<file path="config.mk">
export PLATFORM = sky130hd
export DESIGN_NAME = lob_cell
export DESIGN_NICKNAME = d
export VERILOG_FILES = /design/src/hw/rtl/lob_pkg.sv /design/src/hw/rtl/lob_cell.sv
export SDC_FILE = /design/constraint.sdc
export NUM_CORES = 1
export LEC_CHECK = 0
export BUFFER_PORTS_ARGS = -buffer_cell sky130_fd_sc_hd__buf_2
export CAP_MARGIN = 0
export CORE_AREA = 2 2 165 167
export CTS_BUF_LIST = sky130_fd_sc_hd__clkbuf_4 sky130_fd_sc_hd__clkbuf_8
export DETAILED_ROUTE_END_ITERATION = 8
export DIE_AREA = 0 0 167 169
export GPL_TIMING_DRIVEN = 1
export PLACE_DENSITY = 0.84
export SKIP_CTS_REPAIR_TIMING = 1
export SLEW_MARGIN = 20
export SYNTH_ARGS = -nofsm -noshare
export SYNTH_HDL_FRONTEND = slang
export SYNTH_SLANG_ARGS = --single-unit
</file>
<file path="constraint.sdc">
create_clock -name clk -period 9.9 [get_ports clk]
set_input_delay 0.99 -clock clk [delete_from_list [all_inputs] [get_ports clk]]
set_output_delay 0.99 -clock clk [all_outputs]
set_load 0.02 [all_outputs]
</file>
<file path="src/hw/rtl/lob_pkg.sv">
// Package for the limit order book matcher: sizes, codes, cell command
// and candidate types shared by the cells and the top level.
// No dependencies.
package lob_pkg;

  localparam int SIDE_DEPTH = 32;
  localparam int SLOT_BITS  = $clog2(SIDE_DEPTH);
  localparam int PRICE_BITS = 16;
  localparam int CNT_BITS   = $clog2(SIDE_DEPTH + 1);

  typedef enum logic [1:0] {
    OP_LIMIT  = 2'd0,
    OP_MARKET = 2'd1,
    OP_CANCEL = 2'd2,
    OP_UNUSED = 2'd3
  } opcode_t;

  typedef enum logic [1:0] {
    ST_OK        = 2'd0,
    ST_NOT_FOUND = 2'd1,
    ST_FULL      = 2'd2
  } status_t;

  typedef enum logic [1:0] {
    CMD_NONE,
    CMD_WRITE,
    CMD_CLEAR,
    CMD_SUB
  } cmd_op_t;

  typedef enum logic [1:0] {
    MODE_NONE,
    MODE_MATCH,
    MODE_MKT_BUY,
    MODE_MKT_SELL
  } mode_t;

  typedef enum logic [2:0] {
    S_IDLE,
    S_SCAN,
    S_DECIDE,
    S_TRADE_OUT,
    S_DONE_OUT
  } state_t;

  // Command broadcast to every cell of one side
  typedef struct packed {
    cmd_op_t                 op;
    logic [SLOT_BITS-1:0]    slot;
    logic [PRICE_BITS-1:0]   price;
    logic [31:0]             qty;
    logic [31:0]             ident;
    logic [31:0]             arrival;
  } cell_cmd_t;

  // Running best order that travels down the chain
  typedef struct packed {
    logic                    found;
    logic [PRICE_BITS-1:0]   price;
    logic [31:0]             age;
    logic [SLOT_BITS-1:0]    slot;
    logic [31:0]             remaining;
    logic [31:0]             ident;
  } cand_t;

endpackage

</file>
<file path="src/hw/rtl/lob_cell.sv">
// One order slot of a book side; compares itself against the candidate
// from its left neighbor and registers the better one. Uses lob_pkg.
module lob_cell
  import lob_pkg::*;
(
  input  logic                 clk,
  input  logic                 rst,
  input  logic                 want_high,
  input  logic [SLOT_BITS-1:0] my_slot,
  input  logic [31:0]          now,
  input  cell_cmd_t            cmd,
  input  cand_t                cand_in,
  output cand_t                cand_out,
  output logic                 valid,
  output logic [31:0]          ident
);

  logic [PRICE_BITS-1:0] price;
  logic [31:0]           remaining;
  logic [31:0]           arrival;
  logic [31:0]           age;
  logic [31:0]           rem_sub;
  logic                  hit;
  logic                  better;
  cand_t                 mine;

  assign hit     = (cmd.slot == my_slot);
  assign age     = now - arrival;
  assign rem_sub = remaining - cmd.qty;

  // Strictly better than the candidate: price first, then older arrival
  always_comb begin
    mine.found     = 1'b1;
    mine.price     = price;
    mine.age       = age;
    mine.slot      = my_slot;
    mine.remaining = remaining;
    mine.ident     = ident;
    better = valid && (!cand_in.found ||
                       (want_high ? (price > cand_in.price) : (price < cand_in.price)) ||
                       ((price == cand_in.price) && (age > cand_in.age)));
  end

  // Advance the candidate one cell
  always_ff @(posedge clk) begin
    cand_out <= better ? mine : cand_in;
  end

  // Apply write, clear and fill commands
  always_ff @(posedge clk) begin
    if (rst) begin
      valid <= 1'b0;
    end else if (hit) begin
      unique case (cmd.op)
        CMD_WRITE: valid <= 1'b1;
        CMD_CLEAR: valid <= 1'b0;
        CMD_SUB:   if (rem_sub == 32'd0) valid <= 1'b0;
        default:   ;
      endcase
    end
  end

  always_ff @(posedge clk) begin
    if (hit && cmd.op == CMD_WRITE) begin
      price     <= cmd.price;
      remaining <= cmd.qty;
      ident     <= cmd.ident;
      arrival   <= cmd.arrival;
    end else if (hit && cmd.op == CMD_SUB) begin
      remaining <= rem_sub;
    end
  end

endmodule

</file>
==> metrics <==
Sinks on Clock Net 231; vias in the first global route around 11,000; hold slack 0.4882 ns; Clk pwr share 0.408; asr flop ratio synth 0; average cell area after synthesis 10.70 um^2; cell taking the most area after synthesis edfxtp_1; Pint roughly 1.8 mW; Cell Rows 60; total gr overflow 0; most frequently used flop master after synthesis dfxtp_1; fin. max-slew vios 0; met1 Usage GRT 0.2905; list of most frequent post-synthesis cells 128 x inv_1, 119 x dfxtp_1, 112 x edfxtp_1; Post-Route Setup TNS 0 ns; crit path cell chain buf_2 > inv_1 > ha_1 > inv_1 > fa_1 > a21oi_1 > nand4b_1 > a31o_2 > a21oi_1 > o211ai_1 > a21o_1 > a21o_1 > nand3_1 > o311ai_0 > ha_1 > a21o_1 > a21oi_1 > o21ai_0 > a31oi_1 > o31ai_1 > o31ai_4 > buf_4 > mux2_2; Vias about 11,000; CTS tree yes; flop2flop setup slack 3.54 ns; Hold Path Depth 1; maxcap violations 0; # DRC 0; Worst-path clk slew around 0.060 ns; critical path peak fanout 52; Clock Path Buffers 3; crit path kind in2reg; GR Util All Layers 0.2418; Hold Path Class reg2reg; Synth-to-Final Area Change 27.99%; DRT Pass-1 Iters 5; DR WL/cell 18.55 um; Root Driver clkbuf_8; Psw 0.6364 mW; Ys Warns 0; number of flops mapped to enable cells by yosys 112; busiest grt layer met2; endpoint of the worst hold path cand_out[101]; top cell type's share of synthesized area 0.2746; vias per inst 5.380; Synth cell types 59; Final Worst Setup Slack 3.286 ns; slowest CP cell o31ai_4; peak supply drop between 0.15 and 0.2 mV; Slew @ Worst Pin 1.060 ns; Clock Latency Late Sink 0.54 ns; first-pass GRT wire length 54,450 um; f_max between 150 and 200 MHz; Worst Skew 0.02429 ns; crit share post-route 0.6681; met3 Use GR 0.05144; worst r2r src arrival[0]; total CTS buffers 40; CP arrival 7.03 ns; Cells after Synth 1,145; top-count cell post-synth inv_1; minimum clock period between 6 and 7 ns; layout cells sized above 1 0.3713; synthesized cell area 0.01225 mm^2; CP Capture Type register; Reg power frac 0.429; WL final 36,560 um; Worst EP required 10.31 ns; post-route ant nets 0; # setup viols final 0; Mapped Nets 1,534; Final Wtd Congestion 0.9398; starting density of the core 0.4621; flops & latches, synth 231; end of the worst register-to-register path cand_out[51]; R2R cell count 21; Final HPWL DP 28,760 um; RSZ-0062 raised after global routing no; initial antenna violation count 6; CTS HTree Levels 2; post-synthesis sequential area ratio 0.4691; post-place setup slack approximately 2.8 ns; initial detailed-routing violation count 699; pwr/cell area 156.5 mW/mm^2; nets 1,983; Die Height ~170 um; Comb power frac 0.163; LEAKAGE approximately 7.5 nW; Die Width 167 um; switching power share of the total 0.2594; type of origin of the critical path primary input; Port Buffers 427; Fin. Hold Viols 0; CORE AREA 0.02650 mm^2; largest net degree at the start of global routing between 80 and 90; Hold Startpoint price[0]; top cells by area, synth edfxtp_1 27%, dfxtp_1 19%, ha_1 11%; # IOs 428; slowest stage delay, CP 0.90 ns; M2 GR Usage 0.4283; Slew HR 0.2934; die area 0.02822 mm^2; outcome completed
worst max-delay path, delay by kind of cell:
kind,cells,cell delay (ns)
muxes,1,0.42
AOI/OAI and AO/OA,13,3.40
and+or+nand+nor,2,0.27
buffers and inverters,4,0.93
adders and majority gates,3,0.93
stage by stage:
step | instance area, um^2 | util | std cells | power [mW]
global placement | 14730 | 0.5558 | 1893 | 1.452
floorplan | 12250 | - | 1145 | 1.311
CTS | 15660 | 0.5909 | 1965 | 2.470
detailed placement | 14730 | 0.5558 | 1893 | 1.465
global route | 15670 | 0.5912 | 1968 | 2.546
finish | 15680 | 0.5915 | 1971 | 2.453
kinds of logic after synthesis:
logic type	share of synthesized area
adders and majority gates	0.1157
buffers and inverters	0.04863
xor gates and xnor gates	0.04005
muxes	0.1075
AOI/OAI and AO/OA	0.1267
and+or+nand+nor	0.09236
DFF	0.4691
registers in the layout, summed over array words and instances (netlist names):
register	flops
arrival	32
valid	1
price	16
cand_out	118
ident	32
remaining	32
power groups by stage:
stage	Sequential [mW]	Clock, mW	Combinational, mW
final	1.05	1.00	0.400
after global routing	1.05	1.06	0.435
after detailed placement	1.07	0	0.393
after CTS	1.05	1.02	0.396
after global placement	1.07	0	0.380
after floorplan	1.11	0	0.201
layout make-up:
cell class,count,area [um^2]
tap,341,426.7
inverter,128,483.0
antenna,6,15.01
clock buffer,66,820.8
timing repair buffer,431,2167
fill,2159,10830
clock inverter,6,111.4
multi-input combinational,762,5906
sequential,231,5746
placed cells by master, fill, tap and decap left out, types with 4 or more instances in the layout:
| cell | netlist | layout |
|---|---|---|
| xnor2_1 | 30 | 30 |
| a21o_1 | 35 | 35 |
| ha_1 | 110 | 110 |
| o2111ai_1 | 4 | 4 |
| mux2_1 | 28 | 28 |
| a211oi_1 | 4 | 4 |
| mux2_2 | 88 | 88 |
| nor4_1 | 4 | 4 |
| a31oi_1 | 11 | 11 |
| nor2b_1 | 12 | 12 |
| nor3_1 | 10 | 10 |
| diode_2 | 0 | 6 |
| xor2_1 | 26 | 26 |
| nor2_1 | 59 | 59 |
| o21ai_0 | 58 | 58 |
| or2_2 | 6 | 6 |
| and3_1 | 14 | 14 |
| nand4_1 | 20 | 20 |
| clkbuf_4 | 0 | 14 |
| nand3_1 | 16 | 16 |
| o21a_1 | 17 | 17 |
| o211ai_1 | 9 | 9 |
| nand2b_1 | 11 | 11 |
| buf_2 | 8 | 427 |
| a21oi_1 | 79 | 79 |
| inv_1 | 128 | 127 |
| edfxtp_1 | 112 | 112 |
| buf_4 | 4 | 4 |
| or3_1 | 5 | 5 |
| nand2_1 | 57 | 57 |
| clkbuf_8 | 0 | 52 |
| o31a_1 | 4 | 4 |
| dfxtp_1 | 119 | 119 |
layer usage:
| layer | share of wire | routed length [um] |
|---|---|---|
| met1 | 0.39 | 14130 |
| met2 | 0.50 | 18170 |
| met3 | 0.085 | 3108 |
| met4 | 0.031 | 1118 |
| met5 | 0.00074 | 27 |
worst max path at each step:
stage                     depth (start not counted)  slack (ns)  startpoint           end
final                                            23        3.29      now[0]  cand_out[51]
after global placement                           24        2.99      now[0]  cand_out[62]
after detailed placement                         23        2.83      now[0]  cand_out[80]
after global routing                             23        2.90      now[0]  cand_out[64]
after floorplan                                  23        4.48     now[10]  cand_out[98]
after CTS                                        23        3.39      now[0]  cand_out[64]
Power figures use the tool's default switching activity.
